==> src/rtl/core/irpd_pkg.sv <==
package irpd_pkg;

  localparam int unsigned TICK_W = 8;
  localparam int unsigned BITS_W = 4;
  localparam int unsigned CFG_IDX_W = 3;
  localparam int unsigned CFG_DATA_W = 8;

  localparam logic [CFG_IDX_W-1:0] CFG_MARK_TICKS        = 3'd0;
  localparam logic [CFG_IDX_W-1:0] CFG_START_SPACE_TICKS = 3'd1;
  localparam logic [CFG_IDX_W-1:0] CFG_ONE_SPACE_TICKS   = 3'd2;
  localparam logic [CFG_IDX_W-1:0] CFG_ZERO_SPACE_TICKS  = 3'd3;
  localparam logic [CFG_IDX_W-1:0] CFG_IDLE_CARRIER      = 3'd4;

  localparam logic [TICK_W-1:0] MARK_TICKS_RST        = 8'd10;
  localparam logic [TICK_W-1:0] START_SPACE_TICKS_RST = 8'd30;
  localparam logic [TICK_W-1:0] ONE_SPACE_TICKS_RST   = 8'd20;
  localparam logic [TICK_W-1:0] ZERO_SPACE_TICKS_RST  = 8'd10;
  localparam logic              IDLE_CARRIER_RST      = 1'b1;

  localparam logic [BITS_W-1:0] FRAME_BITS = 4'd8;

  typedef enum logic {
    CMD_TICK = 1'b0,
    CMD_SEND = 1'b1
  } cmd_kind_t;

  typedef struct packed {
    cmd_kind_t   kind;
    logic [7:0]  byte_value;
  } cmd_t;

  typedef struct packed {
    logic [TICK_W-1:0] mark_ticks;
    logic [TICK_W-1:0] start_space_ticks;
    logic [TICK_W-1:0] one_space_ticks;
    logic [TICK_W-1:0] zero_space_ticks;
    logic              idle_carrier;
  } cfg_t;

endpackage

==> src/rtl/core/irpd_front.sv <==
module irpd_front
  import irpd_pkg::*;
(
  input  logic       clk,
  input  logic       rst_n,
  input  logic       in_valid,
  output logic       in_ready,
  input  logic       in_action,
  input  logic [7:0] in_byte_value,
  output logic       q_valid,
  input  logic       q_pop,
  output cmd_t       q_cmd
);

  logic [1:0] count_r;
  logic       wr_ptr_r;
  logic       rd_ptr_r;
  cmd_t       mem_r [2];
  cmd_t       cmd_in;
  logic       push;

  always_comb begin
    cmd_in.byte_value = in_byte_value;
    unique case (in_action)
      1'b1:    cmd_in.kind = CMD_SEND;
      default: cmd_in.kind = CMD_TICK;
    endcase
  end

  assign in_ready = (count_r != 2'd2);
  assign push     = in_valid && in_ready;
  assign q_valid  = (count_r != 2'd0);
  assign q_cmd    = mem_r[rd_ptr_r];

  always_ff @(posedge clk) begin
    if (!rst_n) begin
      count_r  <= 2'd0;
      wr_ptr_r <= 1'b0;
      rd_ptr_r <= 1'b0;
    end else begin
      if (push) begin
        wr_ptr_r <= ~wr_ptr_r;
      end
      if (q_pop) begin
        rd_ptr_r <= ~rd_ptr_r;
      end
      unique case ({push, q_pop})
        2'b10:   count_r <= count_r + 2'd1;
        2'b01:   count_r <= count_r - 2'd1;
        default: count_r <= count_r;
      endcase
    end
  end

  always_ff @(posedge clk) begin
    if (push) begin
      mem_r[wr_ptr_r] <= cmd_in;
    end
  end

endmodule

==> src/rtl/core/irpd_back.sv <==
module irpd_back
  import irpd_pkg::*;
(
  input  logic clk,
  input  logic rst_n,
  input  cfg_t cfg,
  input  logic q_valid,
  output logic q_pop,
  input  cmd_t q_cmd,
  output logic out_valid,
  input  logic out_ready,
  output logic out_carrier_on,
  output logic out_busy_res,
  output logic out_frame_done,
  output logic out_request_dropped
);

  typedef enum logic [2:0] {
    PH_IDLE,
    PH_START_MARK,
    PH_START_GAP,
    PH_BIT_MARK,
    PH_BIT_GAP,
    PH_STOP_MARK1,
    PH_STOP_GAP,
    PH_STOP_MARK2
  } phase_t;

  phase_t            phase_r, phase_nxt;
  logic [TICK_W-1:0] tick_r, tick_nxt;
  logic [7:0]        shift_r, shift_nxt;
  logic [BITS_W-1:0] bits_r, bits_nxt;
  logic [TICK_W-1:0] seg_len;
  logic [TICK_W-1:0] tick_inc;
  logic              done;
  logic              dropped;
  logic              carrier;

  logic out_valid_r;
  logic out_carrier_on_r;
  logic out_busy_res_r;
  logic out_frame_done_r;
  logic out_request_dropped_r;

  // Take the next beat whenever the output slot is empty or being drained.
  assign q_pop = q_valid && (!out_valid_r || out_ready);

  always_comb begin
    unique case (phase_r)
      PH_START_GAP, PH_STOP_GAP: seg_len = cfg.start_space_ticks;
      PH_BIT_GAP:                seg_len = shift_r[7] ? cfg.one_space_ticks
                                                      : cfg.zero_space_ticks;
      default:                   seg_len = cfg.mark_ticks;
    endcase
  end

  assign tick_inc = tick_r + 8'd1;

  always_comb begin
    phase_nxt = phase_r;
    tick_nxt  = tick_r;
    shift_nxt = shift_r;
    bits_nxt  = bits_r;
    done      = 1'b0;
    dropped   = 1'b0;
    if (q_cmd.kind == CMD_SEND) begin
      if (phase_r != PH_IDLE) begin
        dropped = 1'b1;
      end else begin
        phase_nxt = PH_START_MARK;
        tick_nxt  = '0;
        shift_nxt = q_cmd.byte_value;
        bits_nxt  = FRAME_BITS;
      end
    end else if (phase_r != PH_IDLE) begin
      if (tick_inc == seg_len) begin
        tick_nxt = '0;
        unique case (phase_r)
          PH_START_MARK: phase_nxt = PH_START_GAP;
          PH_START_GAP:  phase_nxt = PH_BIT_MARK;
          PH_BIT_MARK:   phase_nxt = PH_BIT_GAP;
          PH_BIT_GAP: begin
            shift_nxt = {shift_r[6:0], 1'b0};
            bits_nxt  = bits_r - 4'd1;
            phase_nxt = (bits_r == 4'd1) ? PH_STOP_MARK1 : PH_BIT_MARK;
          end
          PH_STOP_MARK1: phase_nxt = PH_STOP_GAP;
          PH_STOP_GAP:   phase_nxt = PH_STOP_MARK2;
          default: begin
            phase_nxt = PH_IDLE;
            done      = 1'b1;
          end
        endcase
      end else begin
        tick_nxt = tick_inc;
      end
    end
  end

  always_comb begin
    unique case (phase_nxt)
      PH_IDLE:                                carrier = cfg.idle_carrier;
      PH_START_GAP, PH_BIT_GAP, PH_STOP_GAP:  carrier = 1'b0;
      default:                                carrier = 1'b1;
    endcase
  end

  always_ff @(posedge clk) begin
    if (!rst_n) begin
      phase_r     <= PH_IDLE;
      tick_r      <= '0;
      shift_r     <= '0;
      bits_r      <= '0;
      out_valid_r <= 1'b0;
    end else begin
      if (q_pop) begin
        phase_r <= phase_nxt;
        tick_r  <= tick_nxt;
        shift_r <= shift_nxt;
        bits_r  <= bits_nxt;
      end
      out_valid_r <= q_pop || (out_valid_r && !out_ready);
    end
  end

  always_ff @(posedge clk) begin
    if (q_pop) begin
      out_carrier_on_r      <= carrier;
      out_busy_res_r        <= (phase_nxt != PH_IDLE);
      out_frame_done_r      <= done;
      out_request_dropped_r <= dropped;
    end
  end

  assign out_valid           = out_valid_r;
  assign out_carrier_on      = out_carrier_on_r;
  assign out_busy_res        = out_busy_res_r;
  assign out_frame_done      = out_frame_done_r;
  assign out_request_dropped = out_request_dropped_r;

`ifndef SYNTH
  a_done_ends_frame: assert property (@(posedge clk) disable iff (!rst_n)
    out_valid_r && out_frame_done_r |-> !out_busy_res_r)
    else $error("frame_done reported while still busy");

  a_drop_only_busy: assert property (@(posedge clk) disable iff (!rst_n)
    out_valid_r && out_request_dropped_r |-> out_busy_res_r)
    else $error("request dropped while idle");

  a_idle_no_bits: assert property (@(posedge clk) disable iff (!rst_n)
    phase_r == PH_IDLE |-> bits_r == 4'd0)
    else $error("bits left while idle");

  a_bit_phase_bits: assert property (@(posedge clk) disable iff (!rst_n)
    (phase_r == PH_BIT_MARK || phase_r == PH_BIT_GAP) |-> bits_r != 4'd0)
    else $error("bit phase with no bits left");

  a_start_loads: assert property (@(posedge clk) disable iff (!rst_n)
    q_pop && q_cmd.kind == CMD_SEND && phase_r == PH_IDLE
      |=> phase_r == PH_START_MARK && tick_r == '0 && bits_r == FRAME_BITS)
    else $error("send request did not start a frame");
`endif

endmodule

==> src/rtl/core/ir_pulse_distance_transmitter.sv <==
// Pulse-distance IR transmitter: each input beat is either a timer tick
// (action 0) or a send request (action 1, byte in byte_value) and yields
// exactly one output beat with the carrier enable and status after that
// beat. A frame is a start mark and space, eight data bits MSB first (mark,
// then a one or zero space) and a stop mark, space and mark; durations
// come from the cfg registers and a zero duration lasts 256 ticks. Requests
// during a frame are dropped and flagged. The block takes one beat per
// clock cycle unless the output stalls: a two-entry queue feeds a sequencer
// that updates its phase and tick counter per beat, and its status goes
// into a registered output slot; while a result waits the sequencer stalls
// and input beats only fill the queue. Write cfg only while idle.
module ir_pulse_distance_transmitter
  import irpd_pkg::*;
(
  input  logic                  clk,
  input  logic                  rst_n,
  input  logic                  in_valid,
  output logic                  in_ready,
  input  logic                  in_action,
  input  logic [7:0]            in_byte_value,
  output logic                  out_valid,
  input  logic                  out_ready,
  output logic                  out_carrier_on,
  output logic                  out_busy_res,
  output logic                  out_frame_done,
  output logic                  out_request_dropped,
  input  logic                  cfg_we,
  input  logic [CFG_IDX_W-1:0]  cfg_index,
  input  logic [CFG_DATA_W-1:0] cfg_data
);

  cfg_t cfg_r;
  logic q_valid;
  logic q_pop;
  cmd_t q_cmd;

  always_ff @(posedge clk) begin
    if (!rst_n) begin
      cfg_r.mark_ticks        <= MARK_TICKS_RST;
      cfg_r.start_space_ticks <= START_SPACE_TICKS_RST;
      cfg_r.one_space_ticks   <= ONE_SPACE_TICKS_RST;
      cfg_r.zero_space_ticks  <= ZERO_SPACE_TICKS_RST;
      cfg_r.idle_carrier      <= IDLE_CARRIER_RST;
    end else if (cfg_we) begin
      unique case (cfg_index)
        CFG_MARK_TICKS:        cfg_r.mark_ticks        <= cfg_data;
        CFG_START_SPACE_TICKS: cfg_r.start_space_ticks <= cfg_data;
        CFG_ONE_SPACE_TICKS:   cfg_r.one_space_ticks   <= cfg_data;
        CFG_ZERO_SPACE_TICKS:  cfg_r.zero_space_ticks  <= cfg_data;
        CFG_IDLE_CARRIER:      cfg_r.idle_carrier      <= cfg_data[0];
        default:               cfg_r                   <= cfg_r;
      endcase
    end
  end

  irpd_front u_front (
    .clk           (clk),
    .rst_n         (rst_n),
    .in_valid      (in_valid),
    .in_ready      (in_ready),
    .in_action     (in_action),
    .in_byte_value (in_byte_value),
    .q_valid       (q_valid),
    .q_pop         (q_pop),
    .q_cmd         (q_cmd)
  );

  irpd_back u_back (
    .clk                 (clk),
    .rst_n               (rst_n),
    .cfg                 (cfg_r),
    .q_valid             (q_valid),
    .q_pop               (q_pop),
    .q_cmd               (q_cmd),
    .out_valid           (out_valid),
    .out_ready           (out_ready),
    .out_carrier_on      (out_carrier_on),
    .out_busy_res        (out_busy_res),
    .out_frame_done      (out_frame_done),
    .out_request_dropped (out_request_dropped)
  );

endmodule

==> config.mk <==
export PLATFORM = sky130hd
export DESIGN_NAME = ir_pulse_distance_transmitter
export DESIGN_NICKNAME = d
export VERILOG_FILES = /design/src/rtl/core/irpd_pkg.sv /design/src/rtl/core/irpd_front.sv /design/src/rtl/core/irpd_back.sv /design/src/rtl/core/ir_pulse_distance_transmitter.sv
export SDC_FILE = /design/constraint.sdc
export NUM_CORES = 1
export LEC_CHECK = 0
export ABC_AREA = 1
export BUFFER_PORTS_ARGS = -buffer_cell sky130_fd_sc_hd__buf_4
export CAP_MARGIN = 15
export CORE_MARGIN = 2
export CORE_UTILIZATION = 60
export CTS_CLUSTER_DIAMETER = 30
export DETAILED_ROUTE_END_ITERATION = 7
export GPL_ROUTABILITY_DRIVEN = 1
export PLACE_DENSITY = 0.79
export SLEW_MARGIN = 40
export SYNTH_ARGS = -nofsm -noshare
export SYNTH_HDL_FRONTEND = slang
export SYNTH_SLANG_ARGS = --single-unit
==> constraint.sdc <==
create_clock -name clk -period 2.72 [get_ports clk]
set_input_delay 0.272 -clock clk [delete_from_list [all_inputs] [get_ports clk]]
set_output_delay 0.272 -clock clk [all_outputs]
set_load 0.01 [all_outputs]
======== Word level (Yosys, flattened, before mapping) ========
Memory sizes are Yosys's and may differ from the RTL's. A register that Yosys moved wholly into a read port is not among the register bits.
Cells that the tools add are included.
storage, ports and cells
  register bits ........................... 65
  memory bits (writable) .................. 18
  input port bits ......................... 25
  memories kept ........................... 1
memory list
  name           words  width  rd ports  clocked after memory_dff  wr ports  line              source
  u_front.mem_r  2      9      1         1                         1         irpd_front.sv:18  cmd_t mem_r [2];
cells by class
  $add $sub $neg .......................... 4
  equal/unequal tests ..................... 19
  mux-type cells .......................... 31
  bitwise logic cells ..................... 4
  reduce and logical (&&, ||, !) cells .... 27
operator list
  kind                   count
  $mux W8                10
  $mux W4                5
  $eq A3 B3 Y1 const B   6
  $pmux W3 S6            1
  $pmux W8 S2            1
  $eq A3 B2 Y1 const B   5
  $mux W3                5
  $reduce_and A2 Y1      5
  $reduce_bool A2 Y1     5
  $add A8 B1 Y8 const B  1
  $eq A8 B8 Y1           1
  $mux W1                7
  $eq A3 B1 Y1 const B   2
  $logic_not A3 Y1       2
  $reduce_bool A3 Y1     2
  $reduce_or A3 Y1       2
  $reduce_or A6 Y1       1
  $reduce_and A5 Y1      1
  $eq A4 B1 Y1 const B   1
  $ne A2 B2 Y1 const B   2
  $not A1 Y1             4
  $pmux W2 S2            1
  $sub A4 B1 Y4 const B  1
  $logic_and A1 B1 Y1    3
  9 further kinds        11

======== Longest topological paths before layout ========
  depth after elaboration ................. 10
  depth in mapped cells ................... 18

======== Cells and area by module ========
A second synthesis with hierarchy kept.
second synthesis, totals
  cell total of the unflattened synthesis .. 650
  area total of the unflattened synthesis .. 4508.1 µm²
by module, submodules not included
  module                         times used  cells each  area an instance (µm²)  sequential area each (µm²)
  irpd_back                      1           397         2208.4                  600.6
  ir_pulse_distance_transmitter  1           191         1362.6                  660.6
  irpd_front                     1           62          937.1                   640.6

======== Least setup slack after synthesis ========
No wires, ideal clock.
  path type ............................... reg2reg
  start point ............................. register u_back.tick_r[0]
  end point ............................... register u_back.out_busy_res_r (netlist: u_back.out_busy_res), data pin
  library setup time ...................... 0.259 ns
  arrival time ............................ 1.731 ns
  required time ........................... 2.461 ns
  slack ................................... 0.730 ns
  stages on the path, launching flop included .. 17
  period minus slack after synthesis ...... 1.990 ns
  cell sequence ........................... dfxtp_1 -> ha_1 -> nand3_1 -> nor2_2 -> nand2_1 -> nand2_1 -> nand2_1 -> nand2_1 -> nand2_1 -> nand2_1 -> inv_1 -> nand3_1 -> nand2_1 -> nand2_1 -> inv_1 -> nor2_1 -> nand2_1
between the ends
  word-level cells in the longest chain between the ends .. 6
RTL lines
  item                    line              source
  from (decl)             irpd_back.sv:30   logic [TICK_W-1:0] tick_r, tick_nxt;
  from (signal assigned)  irpd_back.sv:118  tick_r <= tick_nxt;
  $add A8 B1 Y8           irpd_back.sv:57   assign tick_inc = tick_r + 8'd1;
  $eq A8 B8 Y1            irpd_back.sv:76   if (tick_inc == seg_len) begin
  $mux W3                 irpd_back.sv:76
  $mux W3                 irpd_back.sv:75   end else if (phase_r != PH_IDLE) begin
  $mux W3                 irpd_back.sv:66   if (q_cmd.kind == CMD_SEND) begin
  $reduce_bool A3 Y1      irpd_back.sv:129  out_busy_res_r <= (phase_nxt != PH_IDLE);
  to (signal assigned)    irpd_back.sv:129
  to (decl)               irpd_back.sv:41   logic out_busy_res_r;
No other way between the ends.
A chain may end at the register's enable or synchronous reset.

======== Worst setup path after layout ========
  start point ............................. register u_back.phase_r[2]
  end point ............................... register u_back.shift_r[5]
between the ends
  word-level cells in the longest chain between the ends .. 6
  elaborated cells between the ends (all ways) .. 12
RTL lines
  item                                          line              source
  from (decl)                                   irpd_back.sv:29   phase_t phase_r, phase_nxt;
  from (signal assigned)                        irpd_back.sv:117  phase_r <= phase_nxt;
  $eq A3 B2 Y1 or $eq A3 B3 Y1 (tied branches)  irpd_back.sv:49   unique case (phase_r)
  $reduce_or A2 Y1                              irpd_back.sv:49
  $pmux W8 S2                                   irpd_back.sv:49
  $eq A8 B8 Y1                                  irpd_back.sv:76
  $reduce_bool A2 Y1 (no line)                  --
  $reduce_and A5 Y1 (no line) *                 --
  to (signal assigned)                          irpd_back.sv:119  shift_r <= shift_nxt;
  to (decl)                                     irpd_back.sv:31   logic [7:0] shift_r, shift_nxt;
Every way passes the cells marked *; elsewhere a longest branch is shown, timed or not.

==> summary by stage <==
Power
The cell area power density is 909 nW/um^2. The switching power total is 1.65 mW. The total internal power is 2.50 mW. The share of power burned in the clock network is 0.249.

The fraction of power consumed by sequential logic is 0.395. Of the total power, the share spent switching nets is 0.397. The analysis attributes to cell leakage a power of 1.99 nW. The portion of total power attributed to combinational logic is 0.356. The worst-case vdd ir drop is 0.579 mV.

Worst setup path
The worst setup path is captured at a flip-flop. Traced cell by cell, the critical path runs through o21ai_2 -> nand2_1 -> nand3_1 -> nand2_1 -> nand2_1 -> nand2_1 -> nor2_4 -> nand2_2 -> nand2_4 -> nand3_4 -> o21bai_1 -> a21oi_1. The worst setup path is launched from a flip-flop. For the worst setup path, the data arrival time is 2.73 ns.

The critical path data required time is 3.01 ns. The top cell family by delay on the critical path is simple AND/OR/NAND/NOR gates. In this design, the critical path's most frequently occurring cell is sky130_fd_sc_hd__nand2_1. The critical path buffer and inverter count is 0. Of all nets on the critical path, the largest fanout is 17. On the critical path, the stage with the largest delay is an instance of sky130_fd_sc_hd__o21ai_2. On the worst path, the slowest cell contributes a delay of 0.53 ns. The critical path is of the reg -> reg type.

Place
The cell area reported after detailed placement is 4340 sq um. Detailed placement finished with a half-perimeter wire length of 6540 um. The last weighted congestion value of the routability-driven placer is 0.855.

The count of buffers added on input and output ports is 30.

STA
For the pin with the worst max-slew slack, the measured transition is 0.768 ns. The max-slew violation count is 0. The setup skew after layout is 0.00836 ns. For the final routed database, the setup TNS stands at 0 ns. Setup violations remaining at the end of the flow were counted as 0. Of the available clock period, the critical path in the final layout requires 0.896.

Across all hold checks on the routed design, the worst slack comes to 0.0876 ns. The minimum period implied by the final worst setup slack is 2.44 ns. The number of endpoints with negative hold slack in the final report came to 0.

The maximum clock frequency is 410 MHz. The tightest slew margin relative to the limit is 0.486. Setup repair after global routing left no endpoint under its margin.

Clock network
The insertion delay to the later sink of the worst-skew pair is 0.36 ns. The clock sink count is 84. The number of buffers created by CTS is 9. Clock-pin slew was measured on the worst setup and hold paths at 0.09 ns. The CTS tree is yes. Gates resized during post-CTS repair numbered 0. The largest buffer count on any clock path is 2. The cell at the root of the clock tree is sky130_fd_sc_hd__clkbuf_8.

The clock tree synthesis step divided the H-tree into 3 levels. Buffers inserted to repair hold after CTS numbered 0. Post-CTS timing repair inserted 0 buffers for setup.

Drt
The first-iteration detailed-routing DRC count is 301. The final wirelength is 9040 um. The number of DRC violations after detailed routing is 0. The wire length per cell is 13.6 um. The number of vias per cell after detailed routing is 5.48. The final route contains 3633 vias. Before antenna repair, the detailed router went through 5 iterations. Once detail routing completed, the nets flagged for antenna violations numbered 0.

Floorplan
The initialized floorplan defines 30 standard-cell rows. The die is 86.4 um wide. During I/O placement, the number of pins put on the boundary was 31. The initial core utilization is 0.610. In this run the standard cell core region covers 6680 sq um.

The die covers 7470 sq um. The die is 86.4 um tall.

Logic synthesis
The top cell type's share of synthesized area is 0.304. By area the synthesized netlist is led by sky130_fd_sc_hd__dfxtp_1 (30%), sky130_fd_sc_hd__edfxtp_1 (16%), sky130_fd_sc_hd__nand2_1 (15%). Averaged over all synthesized cells, the footprint is 7.43 sq um. The most common flop cell mapped by yosys is sky130_fd_sc_hd__dfxtp_1. Summing every instance area after synthesis gives 4080 sq um. The proportion of register bits with asynchronous set or reset after synthesis is 0. Counting flops with a built-in enable in the synthesized netlist gives 22.

The post-synthesis net count is 578. The count of different cell masters after synthesis is 36. Of all cell types, the one taking the most synthesized area is sky130_fd_sc_hd__dfxtp_1.

The share of synthesized area occupied by flip-flops and latches is 0.467. Counting every instance in the synthesized netlist gives 549. The Yosys step of the flow raised 0 warnings.

The flop and latch count out of synthesis is 84.

Layout
After the last flow step, the layout net total stands at 607. The top cell types in the final layout, fill and taps aside, are sky130_fd_sc_hd__nand2_1 (158), sky130_fd_sc_hd__nor2_1 (64), sky130_fd_sc_hd__dfxtp_1 (62), sky130_fd_sc_hd__a21oi_1 (40), sky130_fd_sc_hd__inv_1 (39). The most common library cell in the layout ignoring fill and taps is sky130_fd_sc_hd__nand2_1.

The filler cells instantiated in the layout total 565. Compared with the post-synthesis result, the final layout area differs by 12.2%. The total inserted antenna cells is 0. In the final layout, the share of cells above drive strength 1 is 0.163. The summed area of non-filler cells in the final layout is 4570 sq um.

Global route
The initial antenna violation count is 0. Summed over all layers, the global routing overflow is 0. The number of global-route vias before repair is 3346. The pin count of the biggest net entering global routing is 39. The first global-routing pass estimated 15300 um of wire. The overall fraction of global-route tracks in use is 0.259.

Worst hold path
The path class of the lowest-slack min-delay path is in -> reg.

Outcome
The flow ran to the end, and the final reports show no timing, DRC or antenna violations.

Job
The max-cap violation count is 0.
[power by group through the flow]
stage,Combinational [mW],Clock (mW),Sequential [mW]
after floorplan,1.15,0,1.61
after global placement,1.41,0,1.66
after detailed placement,1.45,0,1.67
after CTS,1.46,1.03,1.64
after global routing,1.66,1.08,1.66
final,1.48,1.03,1.64
[state kept, by name, indices dropped and copies added, names as in the netlist, named ones only]
signal	flops
u_front.wr_ptr_r	1
cfg_r	33
u_back.out_request_dropped	1
u_back.tick_r	8
u_front.mem_r	18
u_back.phase_r	3
u_front.count_r	2
u_back.out_frame_done	1
u_back.out_carrier_on	1
u_back.shift_r	8
u_back.out_busy_res	1
u_back.bits_r	4
u_back.out_valid	1
u_front.rd_ptr_r	1
[path summary, 6_finish.rpt]
kind                                   startpoint                  end  slack [ns]  cells after the start
worst max-delay path            u_back.phase_r[2]    u_back.shift_r[5]        0.28                     12
worst min-delay path                    in_action  u_front.mem_r[0][8]        0.09                      1
worst max register to register  u_back.phase_r[2]    u_back.shift_r[5]        0.28                     12
worst min register to register           cfg_r[3]             cfg_r[3]        0.47                      2
[through the flow]
| stage | util | std cells | power [mW] | worst slack, ns |
|---|---|---|---|---|
| after CTS | 0.684 | 663 | 4.14 | 0.308 |
| after floorplan | - | 549 | 2.76 | 0.730 |
| final | 0.684 | 663 | 4.15 | 0.282 |
| after global routing | 0.684 | 663 | 4.40 | 0.0504 |
| after detailed placement | 0.650 | 647 | 3.12 | 0.330 |
| after global placement | 0.650 | 647 | 3.07 | 0.406 |
[synth_stat cells (2+ instances only)]
library cell and n:
sky130_fd_sc_hd__nand2_1 158, sky130_fd_sc_hd__nor2_1 65, sky130_fd_sc_hd__dfxtp_1 62, sky130_fd_sc_hd__a21oi_1 40, sky130_fd_sc_hd__inv_1 40, sky130_fd_sc_hd__o21ai_0 35, sky130_fd_sc_hd__nand3_1 33, sky130_fd_sc_hd__edfxtp_1 22
sky130_fd_sc_hd__nand2_2 15, sky130_fd_sc_hd__inv_2 11, sky130_fd_sc_hd__nand4_1 8, sky130_fd_sc_hd__clkbuf_1 7, sky130_fd_sc_hd__a31oi_1 6, sky130_fd_sc_hd__buf_2 4, sky130_fd_sc_hd__ha_1 4, sky130_fd_sc_hd__nor2_2 4
sky130_fd_sc_hd__nor2_4 4, sky130_fd_sc_hd__a211oi_2 3, sky130_fd_sc_hd__buf_6 3, sky130_fd_sc_hd__nor3_1 3, sky130_fd_sc_hd__clkinv_1 2, sky130_fd_sc_hd__nand3_2 2, sky130_fd_sc_hd__o211ai_1 2, sky130_fd_sc_hd__o21a_1 2
sky130_fd_sc_hd__o21bai_1 2, sky130_fd_sc_hd__xor2_1 2
[worst register-to-register path, stage by stage, from the launching register on]
cell and delay (ns):
sky130_fd_sc_hd__dfxtp_1 0.42, sky130_fd_sc_hd__o21ai_2 0.53, sky130_fd_sc_hd__nand2_1 0.11, sky130_fd_sc_hd__nand3_1 0.18
sky130_fd_sc_hd__nand2_1 0.07, sky130_fd_sc_hd__nand2_1 0.08, sky130_fd_sc_hd__nand2_1 0.10, sky130_fd_sc_hd__nor2_4 0.12
sky130_fd_sc_hd__nand2_2 0.10, sky130_fd_sc_hd__nand2_4 0.10, sky130_fd_sc_hd__nand3_4 0.19, sky130_fd_sc_hd__o21bai_1 0.23
sky130_fd_sc_hd__a21oi_1 0.14
[logic make-up (layout without fill, tap and decap cells)]
family,after synthesis,in the layout,synth area share
adder cells (fa/ha/maj),4,4,0.0123
flip-flops,84,84,0.467
buffers and inverters,69,103,0.0709
AO/OA/AOI/OAI,93,93,0.127
AND/OR/NAND/NOR,296,296,0.317
XOR/XNOR,3,3,0.00645
[layout make-up]
class	count	area, sq um	share of cell area
Clock buffer	9	124	0.0271
Clock inverter	7	105	0.0230
Inverter	54	205	0.0449
Multi-Input combinational cell	396	1890	0.413
Sequential cell	84	1900	0.416
Tap cell	80	100	0.0219
Timing Repair Buffer	33	248	0.0542
[routing by layer]
| metal | vias to the layer above | GRT usage | routed length (um) |
|---|---|---|---|
| met5 | - | 0 | 0 |
| met2 | 143 | 0.394 | 4080 |
| met3 | 19 | 0.0429 | 566 |
| li1 | 1840 | - | - |
| met4 | 0 | 0.111 | 165 |
| met1 | 1631 | 0.368 | 4220 |
Power figures use the tool's default switching activity.
